===== src/hw/rtl/cde_pkg.sv =====
package cde_pkg;

    // Store geometry
    localparam int STORE_DEPTH = 16;
    localparam int POS_W       = $clog2(STORE_DEPTH);
    localparam int CNT_W       = $clog2(STORE_DEPTH + 1);

    // Field widths
    localparam int CAP_W    = 5;
    localparam int REQ_W    = 3;
    localparam int DATA_W   = 32;
    localparam int STATUS_W = 2;

    typedef enum logic [REQ_W-1:0] {
        REQ_PUSH_FRONT = 3'd0,
        REQ_PUSH_REAR  = 3'd1,
        REQ_POP_FRONT  = 3'd2,
        REQ_POP_REAR   = 3'd3,
        REQ_PEEK_FRONT = 3'd4,
        REQ_PEEK_REAR  = 3'd5,
        REQ_DUMP       = 3'd6,
        REQ_NONE       = 3'd7
    } req_t;

    typedef enum logic [STATUS_W-1:0] {
        ST_OK           = 2'd0,
        ST_FULL         = 2'd1,
        ST_EMPTY        = 2'd2,
        ST_FRONT_REFUSE = 2'd3
    } status_t;

    typedef enum logic [1:0] {
        S_IDLE,
        S_PEEK,
        S_DUMP
    } state_t;

endpackage


===== src/hw/rtl/circular_deque_engine_unit.sv =====
// Double-ended queue held in a 16-entry synchronous memory. Each request word on the
// slave side (tuser = request code, tdata = element) pushes or pops at either end,
// peeks at either end, or dumps the queue front to rear. A push or pop puts its
// result word in the output register on the next cycle. A peek passes the word
// through the memory read register first. A dump reads from the front and sends one
// entry per word whenever the output register is free; tlast marks the final word.
// All timing follows from the single read port of the element memory. A new request
// is taken once the previous one is finished and the output register is empty or
// being drained in the same cycle. Writing capacity_in_use (1..16; 0 acts as 1,
// above 16 as 16) empties the queue. Write it only while no request is in flight.
module circular_deque_engine_unit (
    input  logic                           clk,
    input  logic                           rst_n,
    // configuration: capacity_in_use
    input  logic                           cfg_valid,
    output logic                           cfg_ready,
    input  logic [cde_pkg::CAP_W-1:0]      cfg_data,
    // request stream
    input  logic                           s_tvalid,
    output logic                           s_tready,
    input  logic [cde_pkg::DATA_W-1:0]     s_tdata,   // [31:0] data_value
    input  logic [cde_pkg::REQ_W-1:0]      s_tuser,   // [2:0] req_type
    // result stream
    output logic                           m_tvalid,
    input  logic                           m_tready,
    output logic [cde_pkg::DATA_W-1:0]     m_tdata,   // [31:0] data_out
    output logic [3:0]                     m_tuser,   // [1:0] status, [2] is_full,
                                                      // [3] is_empty
    output logic                           m_tlast    // last_of_run
);

    localparam int POS_W = cde_pkg::POS_W;
    localparam int CNT_W = cde_pkg::CNT_W;

    // Element memory
    logic [cde_pkg::DATA_W-1:0] mem [cde_pkg::STORE_DEPTH];
    logic [cde_pkg::DATA_W-1:0] mem_rdata_reg;
    logic [POS_W-1:0]           rd_addr;
    logic [POS_W-1:0]           wr_addr;
    logic                       mem_we;

    // Control state
    cde_pkg::state_t            state_reg, state_next;
    logic [cde_pkg::CAP_W-1:0]  cap_reg, cap_next;
    logic [POS_W-1:0]           front_reg, front_next;
    logic [POS_W-1:0]           rear_reg, rear_next;
    logic [CNT_W-1:0]           occ_reg, occ_next;
    logic [POS_W-1:0]           dptr_reg, dptr_next;
    logic [CNT_W-1:0]           dcnt_reg, dcnt_next;

    // Output register
    logic                       m_tvalid_reg, m_tvalid_next;
    logic [cde_pkg::DATA_W-1:0] m_tdata_reg, m_tdata_next;
    cde_pkg::status_t           status_reg, status_next;
    logic                       last_reg, last_next;
    logic                       full_reg, full_next;
    logic                       empty_reg, empty_next;

    logic [CNT_W-1:0]           eff_cap;
    logic                       out_free;
    logic                       accept;
    cde_pkg::req_t              req;

    function automatic logic [POS_W-1:0] wrap_inc(input logic [POS_W-1:0] p,
                                                  input logic [CNT_W-1:0] cap);
        logic [CNT_W-1:0] p1;
        p1 = CNT_W'(p) + CNT_W'(1);
        return (p1 >= cap) ? '0 : POS_W'(p1);
    endfunction

    function automatic logic [POS_W-1:0] wrap_dec(input logic [POS_W-1:0] p,
                                                  input logic [CNT_W-1:0] cap);
        logic [CNT_W-1:0] cm1;
        cm1 = cap - CNT_W'(1);
        return (p == '0 || CNT_W'(p) >= cap) ? POS_W'(cm1) : p - POS_W'(1);
    endfunction

    // Clamp capacity into 1..STORE_DEPTH
    always_comb
    begin
        if (cap_reg == '0)
        begin
            eff_cap = CNT_W'(1);
        end
        else if (32'(cap_reg) > cde_pkg::STORE_DEPTH)
        begin
            eff_cap = CNT_W'(cde_pkg::STORE_DEPTH);
        end
        else
        begin
            eff_cap = CNT_W'(cap_reg);
        end
    end

    assign out_free  = !m_tvalid_reg || m_tready;
    assign s_tready  = (state_reg == cde_pkg::S_IDLE) && out_free;
    assign accept    = s_tvalid && s_tready;
    assign req       = cde_pkg::req_t'(s_tuser);
    assign cfg_ready = 1'b1;

    assign m_tvalid = m_tvalid_reg;
    assign m_tdata  = m_tdata_reg;
    assign m_tuser  = {empty_reg, full_reg, status_reg};
    assign m_tlast  = last_reg;

    // Next state, memory access and result formation
    always_comb
    begin
        state_next    = state_reg;
        cap_next      = cap_reg;
        front_next    = front_reg;
        rear_next     = rear_reg;
        occ_next      = occ_reg;
        dptr_next     = dptr_reg;
        dcnt_next     = dcnt_reg;
        rd_addr       = front_reg;
        wr_addr       = rear_reg;
        mem_we        = 1'b0;
        m_tvalid_next = m_tvalid_reg && !m_tready;
        m_tdata_next  = m_tdata_reg;
        status_next   = status_reg;
        last_next     = last_reg;
        full_next     = full_reg;
        empty_next    = empty_reg;

        case (state_reg)
            cde_pkg::S_IDLE:
            begin
                if (accept)
                begin
                    status_next  = cde_pkg::ST_OK;
                    m_tdata_next = '0;
                    last_next    = 1'b1;
                    case (req)
                        cde_pkg::REQ_PUSH_FRONT:
                        begin
                            if (occ_reg >= eff_cap)
                            begin
                                status_next = cde_pkg::ST_FULL;
                            end
                            else if (occ_reg == '0)
                            begin
                                status_next = cde_pkg::ST_FRONT_REFUSE;
                            end
                            else
                            begin
                                front_next = wrap_dec(front_reg, eff_cap);
                                wr_addr    = front_next;
                                mem_we     = 1'b1;
                                occ_next   = occ_reg + CNT_W'(1);
                            end
                        end
                        cde_pkg::REQ_PUSH_REAR:
                        begin
                            if (occ_reg >= eff_cap)
                            begin
                                status_next = cde_pkg::ST_FULL;
                            end
                            else
                            begin
                                if (occ_reg == '0)
                                begin
                                    front_next = '0;
                                    rear_next  = '0;
                                end
                                else
                                begin
                                    rear_next = wrap_inc(rear_reg, eff_cap);
                                end
                                wr_addr  = rear_next;
                                mem_we   = 1'b1;
                                occ_next = occ_reg + CNT_W'(1);
                            end
                        end
                        cde_pkg::REQ_POP_FRONT,
                        cde_pkg::REQ_POP_REAR:
                        begin
                            if (occ_reg == '0)
                            begin
                                status_next = cde_pkg::ST_EMPTY;
                            end
                            else if (occ_reg == CNT_W'(1))
                            begin
                                occ_next   = '0;
                                front_next = '0;
                                rear_next  = '0;
                            end
                            else
                            begin
                                if (req == cde_pkg::REQ_POP_FRONT)
                                begin
                                    front_next = wrap_inc(front_reg, eff_cap);
                                end
                                else
                                begin
                                    rear_next = wrap_dec(rear_reg, eff_cap);
                                end
                                occ_next = occ_reg - CNT_W'(1);
                            end
                        end
                        cde_pkg::REQ_PEEK_FRONT,
                        cde_pkg::REQ_PEEK_REAR:
                        begin
                            if (occ_reg == '0)
                            begin
                                status_next = cde_pkg::ST_EMPTY;
                            end
                            else
                            begin
                                // read now, present the word from the read register in S_PEEK
                                rd_addr    = (req == cde_pkg::REQ_PEEK_FRONT) ?
                                             front_reg : rear_reg;
                                state_next = cde_pkg::S_PEEK;
                            end
                        end
                        cde_pkg::REQ_DUMP:
                        begin
                            if (occ_reg == '0)
                            begin
                                status_next = cde_pkg::ST_EMPTY;
                            end
                            else
                            begin
                                rd_addr    = front_reg;
                                dptr_next  = front_reg;
                                dcnt_next  = '0;
                                state_next = cde_pkg::S_DUMP;
                            end
                        end
                        default:
                        begin
                            // unused code: plain ok word
                        end
                    endcase
                    // Emit at once unless the word waits on a memory read
                    if (state_next == cde_pkg::S_IDLE)
                    begin
                        m_tvalid_next = 1'b1;
                        full_next     = (occ_next == eff_cap);
                        empty_next    = (occ_next == '0);
                    end
                end
            end
            cde_pkg::S_PEEK:
            begin
                if (out_free)
                begin
                    m_tvalid_next = 1'b1;
                    m_tdata_next  = mem_rdata_reg;
                    status_next   = cde_pkg::ST_OK;
                    last_next     = 1'b1;
                    full_next     = (occ_reg == eff_cap);
                    empty_next    = (occ_reg == '0);
                    state_next    = cde_pkg::S_IDLE;
                end
            end
            cde_pkg::S_DUMP:
            begin
                // hold the read address until the current word can leave
                rd_addr = dptr_reg;
                if (out_free)
                begin
                    m_tvalid_next = 1'b1;
                    m_tdata_next  = mem_rdata_reg;
                    status_next   = cde_pkg::ST_OK;
                    last_next     = (dcnt_reg + CNT_W'(1) == occ_reg);
                    full_next     = (occ_reg == eff_cap);
                    empty_next    = (occ_reg == '0);
                    if (last_next)
                    begin
                        state_next = cde_pkg::S_IDLE;
                    end
                    else
                    begin
                        dptr_next = wrap_inc(dptr_reg, eff_cap);
                        dcnt_next = dcnt_reg + CNT_W'(1);
                        rd_addr   = dptr_next;
                    end
                end
            end
            default:
            begin
                state_next = cde_pkg::S_IDLE;
            end
        endcase

        // A capacity write empties the queue
        if (cfg_valid && cfg_ready)
        begin
            cap_next   = cfg_data;
            occ_next   = '0;
            front_next = '0;
            rear_next  = '0;
        end
    end

    // Memory: one write port, one registered read port
    always_ff @(posedge clk)
    begin
        if (mem_we)
        begin
            mem[wr_addr] <= s_tdata;
        end
        mem_rdata_reg <= mem[rd_addr];
    end

    always_ff @(posedge clk or negedge rst_n)
    begin
        if (!rst_n)
        begin
            state_reg    <= cde_pkg::S_IDLE;
            cap_reg      <= cde_pkg::CAP_W'(16);
            front_reg    <= '0;
            rear_reg     <= '0;
            occ_reg      <= '0;
            dptr_reg     <= '0;
            dcnt_reg     <= '0;
            m_tvalid_reg <= 1'b0;
        end
        else
        begin
            state_reg    <= state_next;
            cap_reg      <= cap_next;
            front_reg    <= front_next;
            rear_reg     <= rear_next;
            occ_reg      <= occ_next;
            dptr_reg     <= dptr_next;
            dcnt_reg     <= dcnt_next;
            m_tvalid_reg <= m_tvalid_next;
        end
    end

    // Result payload
    always_ff @(posedge clk)
    begin
        m_tdata_reg <= m_tdata_next;
        status_reg  <= status_next;
        last_reg    <= last_next;
        full_reg    <= full_next;
        empty_reg   <= empty_next;
    end

endmodule


===== config.mk =====
export PLATFORM = sky130hd
export DESIGN_NAME = circular_deque_engine_unit
export DESIGN_NICKNAME = d
export VERILOG_FILES = /design/src/hw/rtl/cde_pkg.sv /design/src/hw/rtl/circular_deque_engine_unit.sv
export SDC_FILE = /design/constraint.sdc
export NUM_CORES = 1
export LEC_CHECK = 0
export BUFFER_PORTS_ARGS = -buffer_cell sky130_fd_sc_hd__clkbuf_2
export CAP_MARGIN = 20
export CORE_AREA = 2 2 306 308
export CTS_BUF_LIST = sky130_fd_sc_hd__clkbuf_8
export DETAILED_ROUTE_END_ITERATION = 10
export DIE_AREA = 0 0 308 310
export PLACE_DENSITY_LB_ADDON = 0.1
export SLEW_MARGIN = 5
export SYNTH_ARGS = -nofsm -noshare
export SYNTH_HDL_FRONTEND = slang
export SYNTH_SLANG_ARGS = --single-unit

===== constraint.sdc =====
create_clock -name clk -period 5.71 [get_ports clk]
set_input_delay 0 -clock clk [delete_from_list [all_inputs] [get_ports clk]]
set_output_delay 0 -clock clk [all_outputs]
set_load 0.01 [all_outputs]

==> run metrics, run 1 <==
die area 0.0955 mm^2; CP max FO 19; sequential cell area 0.0179 mm^2; Critical Path Start cap_reg[4]; crit path kind register to register; initial antenna violation count 4; fmax 215 MHz; global-route wire length before repair 104000 um; root buf cell clkbuf_8; Worst-path clk slew 60 ps; # DRC 0; Final Hold Fails 0; Cell variety after synth 71; router iterations before antenna repair 5; Post-synth EDFFs 549; CTS tree built; DR iter-0 viols 786; leakage 11.2 nW; die width 308 um; Initial Util 0.277; Tcrit/Tclk final 0.816; Final Non-Filler Cells 3209; Post-Layout Inst Area 0.0305 mm^2; Worst VDD drop 0.272 mV; largest net degree at the start of global routing 79; final count of negative-setup-slack endpoints 0; Setup Skew 44.8 ps; top cells by count, synth edfxtp_1 (549), mux2i_1 (228), nand2_1 (178); H-tree Lvls 3; Slew @ Worst Pin 1120 ps; Yosys reg bits 611; hold_ws 227 ps; reg2reg path depth 14; crit-path cells inv_1 > nand2_1 > ha_1 > and4_1 > a21oi_1 > o21ai_0 > buf_4 > nor3_1 > nand2b_1 > o41ai_1 > a31oi_1 > nand2_1 > nor2_4 > buf_12; Ys Warns 0; asr flop ratio synth 0.0491; crit path capture type register; status completed; RSZ-0062 raised after global routing false; vias post-DR 14985; Area Growth Syn to Fin 19.2%; Post-Synthesis Cell Area 0.0256 mm^2; top-area cell type share of the netlist area 0.644; WL/cell 21.7 um; worst flop-to-flop path startpoint cap_reg[4]; IO Count 85; RR Endpoint mem[2][11]; placed cell areas 0.0277 mm^2; reg2reg setup slack 1050 ps; max-slew violations 0; Routed Antenna Nets 0; M2 GR Usage 0.239; GRT Util Overall 0.147; Post-Synthesis Cells 1711; final WL 69800 um; Final Util 0.330; Max-slew headroom 0.257; ranking of synthesized cells by area edfxtp_1 (64%), mux2i_1 (8.9%), dfrtp_1 (2.8%); post-CTS sizing 0; Hold Path Stages 2; cts bufs inserted 110; Net Count, Synth 1800; vias in the first global route 15602; Critical Path Source Type register; # placed instances 2940; core area 0.0925 mm^2; Top cell by count, worst path nand2_1; vias per inst 4.67; grt total ovfl 0; crit path capture mem[2][11]; register area share after synthesis 0.698; gp weighted congestion 0.794; Post-CTS Repair Setup Buffers 0; crit path DAT 5060 ps; input/output buffers 83; number of flip-flops in the largest register 512; GR peak layer met2; post-synth top area cell edfxtp_1; met3 Use GR 0.0242; fill count 9080; clk_lat worst skew 740 ps; clock period minus worst slack 4660 ps; Power Density 476 mW/mm^2; Synth Area per Inst 15.0 um^2; Critical Path Max Stage Delay 610 ps; die height 310 um; clk buf depth 3; global-route met1 utilization 0.200; Detailed Place HPWL 41500 um; Main synth FF type edfxtp_1; NumNets Final 2004; Req. time, crit path 6110 ps; row count 112; most instantiated library cell after synthesis edfxtp_1; footprint of the multi-input gates 0.00728 mm^2; slowest CP cell nor2_4; layout cell share with drive strength beyond 1 0.166; clk sinks 611; setup TNS 0 ps; Max Cap Viol 0; class of the worst hold path input port to register
layer usage:
metal  part of all wire  routed length [um]
met3              0.037                2610
met4              0.024                1710
met5            0.00010                   7
met2               0.47               33000
met1               0.46               32400
area by class of cell:
cell class | count | area share
flip-flops and latches | 611 | 0.586
diodes | 1 | 0.0000820
multi-input cells | 979 | 0.239
repair buffers | 192 | 0.0512
clock inverters | 73 | 0.0117
well taps | 1197 | 0.0491
inverters | 21 | 0.00258
clock buffers | 135 | 0.0609
layout by cell type (no fill, tap or decap), types with 8 or more instances in the layout:
master	Yosys	layout
nand3_1	15	15
a21oi_1	88	87
nor2_1	59	42
mux2i_1	228	228
a211oi_1	8	8
nand2b_1	15	14
clkbuf_2	0	84
nand2_1	178	176
dfrtp_1	29	29
clkbuf_8	0	135
o221ai_1	32	32
a32oi_1	34	34
ha_1	44	43
o21ai_0	22	22
a22o_1	69	69
nor3_1	17	17
buf_4	7	35
dfxtp_1	32	32
a21o_1	14	14
xnor2_1	10	10
clkinv_2	0	11
nor2_4	0	17
edfxtp_1	549	549
mux2_2	10	10
buf_12	0	15
dlygate4sd3_1	0	58
inv_1	20	66
and2_1	34	33
clkinv_1	1	10
xor2_1	9	9
where the power goes:
group	internal, mW	total (mW)	switching (mW)
Sequential	5.31	5.48	0.169
Clock	2.15	4.03	1.88
Combinational	1.99	5.03	3.05
Total	9.44	14.5	5.09
logic make-up after synthesis:
logic type,Yosys count,synth area share
muxes,238,0.0936
xor gates and xnor gates,21,0.00802
adders and majority gates,44,0.0215
DFF,611,0.698
and+or+nand+nor,349,0.0615
other,1,0.000147
AOI/OAI and AO/OA,326,0.0934
buffers and inverters,121,0.0234
per-stage QoR:
stage                     total power [mW]  setup WS [ps]
after global placement                10.7           1100
after detailed placement              10.7            974
final                                 14.5           1050
after global routing                  15.5            671
after CTS                             14.9            950
after floorplan                       9.00           1000
how the worst min path moves through the flow:
stage | to | from | slack (ps)
global placement | front_reg[1] | rst_n | 170
finish | mem[7][10] | s_tdata[10] | 230
CTS | mem[7][10] | s_tdata[10] | 150
floorplan | cap_reg[0] | rst_n | -300
detailed placement | front_reg[1] | rst_n | 170
global route | mem[6][10] | s_tdata[10] | 230
critical path: cells and delay by family (launching register included):
family	cells	cell delay, ps
compound gates	4	690
buf+inv	3	600
simple gates	6	2090
fa+ha+maj	1	330
flops	1	590
timing repair:
action                                  in CTS  in global routing
hold buffers                                59                  0
endpoints found under the hold margin      572                  0
endpoints found under the setup margin       0                  0
Power figures use the tool's default switching activity.
==> run 2: changes to the inputs <==
clock period = 4.4 ns   (was 5.71 ns; I/O delays follow)
==> run 2 against run 1 <==
Against the previous run: critical path depth shrank 1; hold slack got worse by 6.7 ps; global-route usage is 0.31 points higher; sequential cell count unchanged; largest power group unchanged.
==> run metrics, run 2 (synthesis gave the netlist of run 1 again) <==
Overall Power 18.7 mW (+29%); Setup Skew 39.4 ps (-5.39 ps); Critical Path Source Type register; vias post-DR 15383 (+2.7%); input/output buffers 83 (unchanged); # DRC 0 (unchanged); die area 0.0955 mm^2 (unchanged); Initial Util 0.277 (unchanged); Seq pwr share 0.379 (+0.002); clk_lat worst skew 720 ps (-20 ps); Final Non-Filler Cells 3255 (+1.4%); sequential cell area 0.0179 mm^2 (unchanged); # placed instances 2999 (+2.0%); die width 308 um (unchanged); Tcrit/Tclk final 0.922 (+0.106); vias in the first global route 15784 (+1.2%); Max Cap Viol 0 (unchanged); reg2reg path depth 13 (-1); CP max FO 21 (+2); root buf cell clkbuf_8; Post-CTS Repair Setup Buffers 0 (unchanged); NetSw 6.54 mW (+28%); commonest non-fill, non-tap cell in the layout edfxtp_1; crit path DAT 4430 ps (-630 ps); CTS tree built; final count of negative-setup-slack endpoints 0 (unchanged); layout cell share with drive strength beyond 1 0.177 (+0.0114); cts bufs inserted 107 (-2.7%); NumNets Final 2059 (+2.7%); WL/cell 22.0 um (+1.1%); initial antenna violation count 3 (-1); Sw Ratio 0.349 (-0.000992); core area 0.0925 mm^2 (unchanged); fmax 247 MHz (+15%); placed cell areas 0.0285 mm^2 (+2.7%); clk buf depth 3 (unchanged); DR iter-0 viols 963 (+23%); fill count 9090 (+0.11%); footprint of the multi-input gates 0.00730 mm^2 (+0.19%); Routed Antenna Nets 0 (unchanged); global-route wire length before repair 106000 um (+1.9%); row count 112 (unchanged); vias per inst 4.73 (+1.2%); Worst-path clk slew 60 ps (about the same); crit path capture type register; grt total ovfl 0 (unchanged); clock power share 0.252 (-0.025); Final Hold Fails 0 (unchanged); H-tree Lvls 3 (unchanged); final WL 71500 um (+2.5%); largest net degree at the start of global routing 61 (-23%); max-slew violations 0 (unchanged); number of flip-flops in the largest register 512 (unchanged); Worst VDD drop 0.311 mV (+15%); class of the worst hold path input port to register; clock period minus worst slack 4060 ps (-605 ps); gp weighted congestion 0.797 (+0.42%); worst flop-to-flop path startpoint cap_reg[4]; reg2reg setup slack 340 ps (-700 ps); Area Growth Syn to Fin 21.2%; Post-Layout Inst Area 0.0310 mm^2 (+1.6%); Power Density 603 mW/mm^2 (+27%); Internal 12.2 mW (+29%); IO Count 85 (unchanged); die height 310 um (unchanged); Slew @ Worst Pin 1060 ps (-52.6 ps); router iterations before antenna repair 5 (unchanged); WHS Endpoint mem[14][25]; crit path kind register to register; Req. time, crit path 4780 ps (-1330 ps); Final Util 0.335 (+0.00544); leakage 11.4 nW (+1.9%); Max-slew headroom 0.290 (+0.0335); Hold Path Stages 2 (unchanged); most frequent cells in the layout edfxtp_1 (549), mux2i_1 (228), nand2_1 (176), clkbuf_8 (112), a21oi_1 (87); status completed; RR Endpoint mem[7][18]; combinational fraction of design power 0.368 (+0.022); GRT Util Overall 0.150 (+0.00307); hold_sp s_tdata[25]; Detailed Place HPWL 43300 um (+4.3%); clk sinks 611 (unchanged); setup TNS 0 ps (unchanged)
run 2: cell types whose count changed in the layout (fill, tap and decap cells not counted), sizes merged, moves of 3 or more:
cell | previous run | this run
clkbuf | 219 | 196
buf | 50 | 109
clkinv | 22 | 34
inv | 71 | 66
clkinvlp | 1 | 4
run 2: area by class of cell:
| class | count | share of cell area |
|---|---|---|
| clock inverters | 84 | 0.0121 |
| multi-input cells | 979 | 0.235 |
| diodes | 1 | 0.0000807 |
| well taps | 1197 | 0.0483 |
| inverters | 21 | 0.00254 |
| repair buffers | 250 | 0.0758 |
| flip-flops and latches | 611 | 0.576 |
| clock buffers | 112 | 0.0497 |
run 2: worst max path at each step:
stage	depth (start not counted)	slack, ps	end	from
global placement	14	280	mem[8][17]	cap_reg[4]
global route	16	-10	mem_rdata_reg[8]	cap_reg[1]
detailed placement	14	270	mem[8][16]	cap_reg[4]
floorplan	13	-310	mem[0][0]	cap_reg[3]
finish	13	340	mem[7][18]	cap_reg[4]
CTS	14	180	mem[8][11]	cap_reg[4]
run 2: repair_timing:
item | 4_1_cts | 5_1_grt
hold buffers | 58 | 0
resized for setup | 0 | 6
endpoints found under the setup margin | 0 | 240
hold endpoints to repair | 572 | 0
run 2: routing by layer:
metal	part of all wire	wire length [um]	global-route usage	vias to the layer above
li1	-	-	-	7147
met1	0.47	33700	0.205	7840
met2	0.47	33700	0.244	300
met3	0.038	2750	0.0268	94
met4	0.019	1350	0.0437	2
met5	0.00018	13	0	-
run 2: worst max-delay path, stage by stage (launching register included):
cell and delay [ps]:
dfstp_2 600, inv_1 140, nand2_1 210, buf_4 200, ha_1 230, o21a_1 100
o21a_1 160, o21ai_0 340, nand2_1 160, o41ai_1 520, a31oi_2 160, nand2b_1 390
nor2_4 250, buf_12 240
run 2: through the flow:
step                      hold WS, ps  setup WS [ps]
after floorplan                  -296           -309
after global placement            194            280
after detailed placement          210            271
after CTS                         139            181
after global routing              225          -11.2
final                             220            344
run 2: power by group through the flow:
stage | clock network, mW | logic, mW | registers (mW)
after CTS | 4.93 | 6.94 | 7.10
final | 4.72 | 6.89 | 7.09
after detailed placement | 0 | 6.83 | 7.21
after global routing | 5.19 | 7.53 | 7.14
after floorplan | 0 | 4.45 | 7.23
after global placement | 0 | 6.86 | 7.22
==> run 3: changes to the inputs <==
ABC_AREA = 1   (was not set)
CORE_AREA = 2 2 320 322   (was 2 2 306 308)
DIE_AREA = 0 0 322 324   (was 0 0 308 310)
==> run 3 against run 2 <==
Against the previous run: clock-buffer cell count increased by 12; die area grew 9.3%; largest cell class unchanged; maximum frequency increased by 2.3%; hold slack improved by 76 ps; total power increased by 20%; area after synthesis is 9.4% higher; worst setup slack better by 90 ps; clock skew rose by 1.5 ps.
==> run metrics, run 3 <==
Yosys reg bits 611 (unchanged); crit path capture type register; Main synth FF type edfxtp_1; vias in the first global route 20215 (+28%); cts bufs inserted 110 (+2.8%); Routed Antenna Nets 0 (unchanged); Post-Synthesis Cells 2752 (+61%); clk sinks 611 (unchanged); Critical Path Start cap_reg[4]; Final Non-Filler Cells 4341 (+33%); NumNets Final 3023 (+47%); Req. time, crit path 4790 ps (about the same); vias per inst 4.65 (-1.7%); Synth Area in Compound Gates 0.0238 (-0.0696); Worst VDD drop 0.613 mV (+97%); Power Density 677 mW/mm^2 (+12%); ranking of synthesized cells by area edfxtp_1 (59%), nand3_1 (11%), nand2_1 (7.8%); Worst-path clk slew 60 ps (about the same); most instantiated library cell after synthesis nand3_1; clk_lat worst skew 750 ps (+30 ps); status completed; GRT Util Overall 0.167 (+0.0164); Max Cap Viol 0 (unchanged); setup TNS 0 ps (unchanged); XOR/XNOR Fraction of Synth Area 0.00563 (-0.00238); commonest non-fill, non-tap cell in the layout nand3_1; asr flop ratio synth 0.0491 (unchanged); Detailed Place HPWL 51600 um (+19%); Area Growth Syn to Fin 18.4%; top-area cell type share of the netlist area 0.589 (-0.0551); fmax 252 MHz (+2.3%); Max-slew headroom 0.358 (+0.0674); NetSw 9.82 mW (+50%); max-slew violations 0 (unchanged); reg2reg path depth 17 (+4); Initial Util 0.277 (+0.000375); Post-CTS Repair Setup Buffers 0 (unchanged); Net Count, Synth 2841 (+58%); Cell variety after synth 53 (-25%); Final Hold Fails 0 (unchanged); Synth Area per Inst 10.2 um^2 (-32%); die width 322 um (+4.5%); hold_ws 296 ps (+76.1 ps); initial antenna violation count 2 (-1); mux share of post-synthesis cell area 0 (-0.0936); clock period minus worst slack 3970 ps (-90.0 ps); class of the worst hold path input port to register; top cells by count, synth nand3_1 (616), nand2_1 (580), edfxtp_1 (549); final WL 86900 um (+21%); die area 0.104 mm^2 (+9.3%); worst flop-to-flop path startpoint cap_reg[4]; grt total ovfl 0 (unchanged); crit path kind register to register; router iterations before antenna repair 5 (unchanged); combinational fraction of design power 0.445 (+0.077); fill count 10350 (+14%); Critical Path Source Type register; # placed instances 4064 (+36%); final count of negative-setup-slack endpoints 0 (unchanged); Post-Synth Simple-Gate Area 0.226 (+0.164); number of flip-flops in the largest register 512 (unchanged); root buf cell clkbuf_8; die height 324 um (+4.5%); leakage 14.0 nW (+23%); core area 0.101 mm^2 (+9.2%); post-CTS sizing 0 (unchanged); global-route wire length before repair 130000 um (+23%); clk buf depth 3 (unchanged); IO Count 85 (unchanged); Post-Synthesis Cell Area 0.0280 mm^2 (+9.4%); area share of fa/ha/maj cells after synthesis 0.0197 (-0.00184); H-tree Lvls 3 (unchanged); crit path DAT 4360 ps (-70 ps); vias post-DR 20174 (+31%); Tcrit/Tclk final 0.901 (-0.0205); register area share after synthesis 0.639 (-0.0598); gp weighted congestion 0.775 (-2.7%); largest net degree at the start of global routing 141 (+130%); Post-CTS Hold Buffers 67 (+16%); Internal 12.6 mW (+3.8%); RSZ-0062 raised after global routing false; most frequent cells in the layout nand3_1 (616), nand2_1 (578), edfxtp_1 (549), inv_1 (472), clkbuf_8 (124); Post-synth EDFFs 549 (unchanged); layout cell share with drive strength beyond 1 0.113 (-0.0642); input/output buffers 83 (unchanged); Ys Warns 0 (unchanged); RR Endpoint mem[12][14]; hold_sp s_tdata[18]; crit path capture mem[12][14]; CTS tree built; clock power share 0.237 (-0.015); DR iter-0 viols 1520 (+58%); main combinational cell family by area after synthesis simple AND/OR/NAND/NOR gates; post-synth top area cell edfxtp_1; Seq pwr share 0.318 (-0.061); row count 117 (+4.5%); reg2reg setup slack 430 ps (+90 ps); CP max FO 19 (-9.5%); Sw Ratio 0.437 (+0.0879); WL/cell 20.0 um (-8.9%); Slew @ Worst Pin 961 ps (-101 ps); Setup Skew 41.0 ps (+1.54 ps); # DRC 0 (unchanged)
## run 3: cell families after synthesis
group	after synthesis
AO/OA/AOI/OAI	115
XOR/XNOR	18
adder cells (fa/ha/maj)	44
buffers and inverters	590
flip-flops	611
other	1
AND/OR/NAND/NOR	1373
## run 3: metal layers
metal | global-route usage | wire length (um)
met5 | 0 | 0
met2 | 0.275 | 40900
met4 | 0.0541 | 2150
met1 | 0.222 | 39900
met3 | 0.0289 | 3960
## run 3: per-stage QoR
step	cell area [um^2]	power (mW)	worst slack [ps]	utilization
after CTS	33100	22.9	424	0.328
after floorplan	28000	13.5	-78.2	-
after global routing	33100	24.1	48.9	0.328
after global placement	30300	17.4	378	0.300
after detailed placement	30300	17.4	442	0.300
final	33200	22.4	433	0.328
## run 3: area by class of cell
type	instances	area, um^2	area share
diodes	3	7.51	0.000226
repair buffers	217	1890	0.0569
well taps	1309	1640	0.0494
multi-input cells	1551	7880	0.238
inverters	443	1670	0.0502
clock inverters	83	487	0.0147
clock buffers	124	1710	0.0515
flip-flops and latches	611	17900	0.539
## run 3: critical path, cell delays in order, from the launching register on
cell and delay [ps]:
dfstp_2 400, nor2_1 200, inv_1 220, ha_1 340, nand2_1 60, nor3b_1 280
nor2_1 90, nand3_1 120, buf_4 170, inv_1 130, o21ai_0 240, nand2_1 80
o211ai_1 100, nand2_1 70, o21ai_0 170, nand2_1 360, nor2_4 190, buf_4 350
## run 3: how the worst min path moves through the flow
stage                            end  slack (ps)  depth (start not counted)
after floorplan           cap_reg[0]        -300                          0
after global placement    cap_reg[2]         180                          1
after detailed placement  cap_reg[0]         180                          1
after CTS                 cap_reg[4]         220                          3
after global routing      mem[8][10]         290                          2
final                     mem[3][18]         300                          2
## run 3: power by group through the flow
stage	sequential, mW	combinational (mW)	clock (mW)
2_1_floorplan	7.27	6.28	0
3_3_place_gp	7.25	10.1	0
3_5_place_dp	7.25	10.1	0
4_1_cts	7.14	10.2	5.54
5_1_grt	7.19	11.1	5.77
6_report	7.14	9.99	5.32
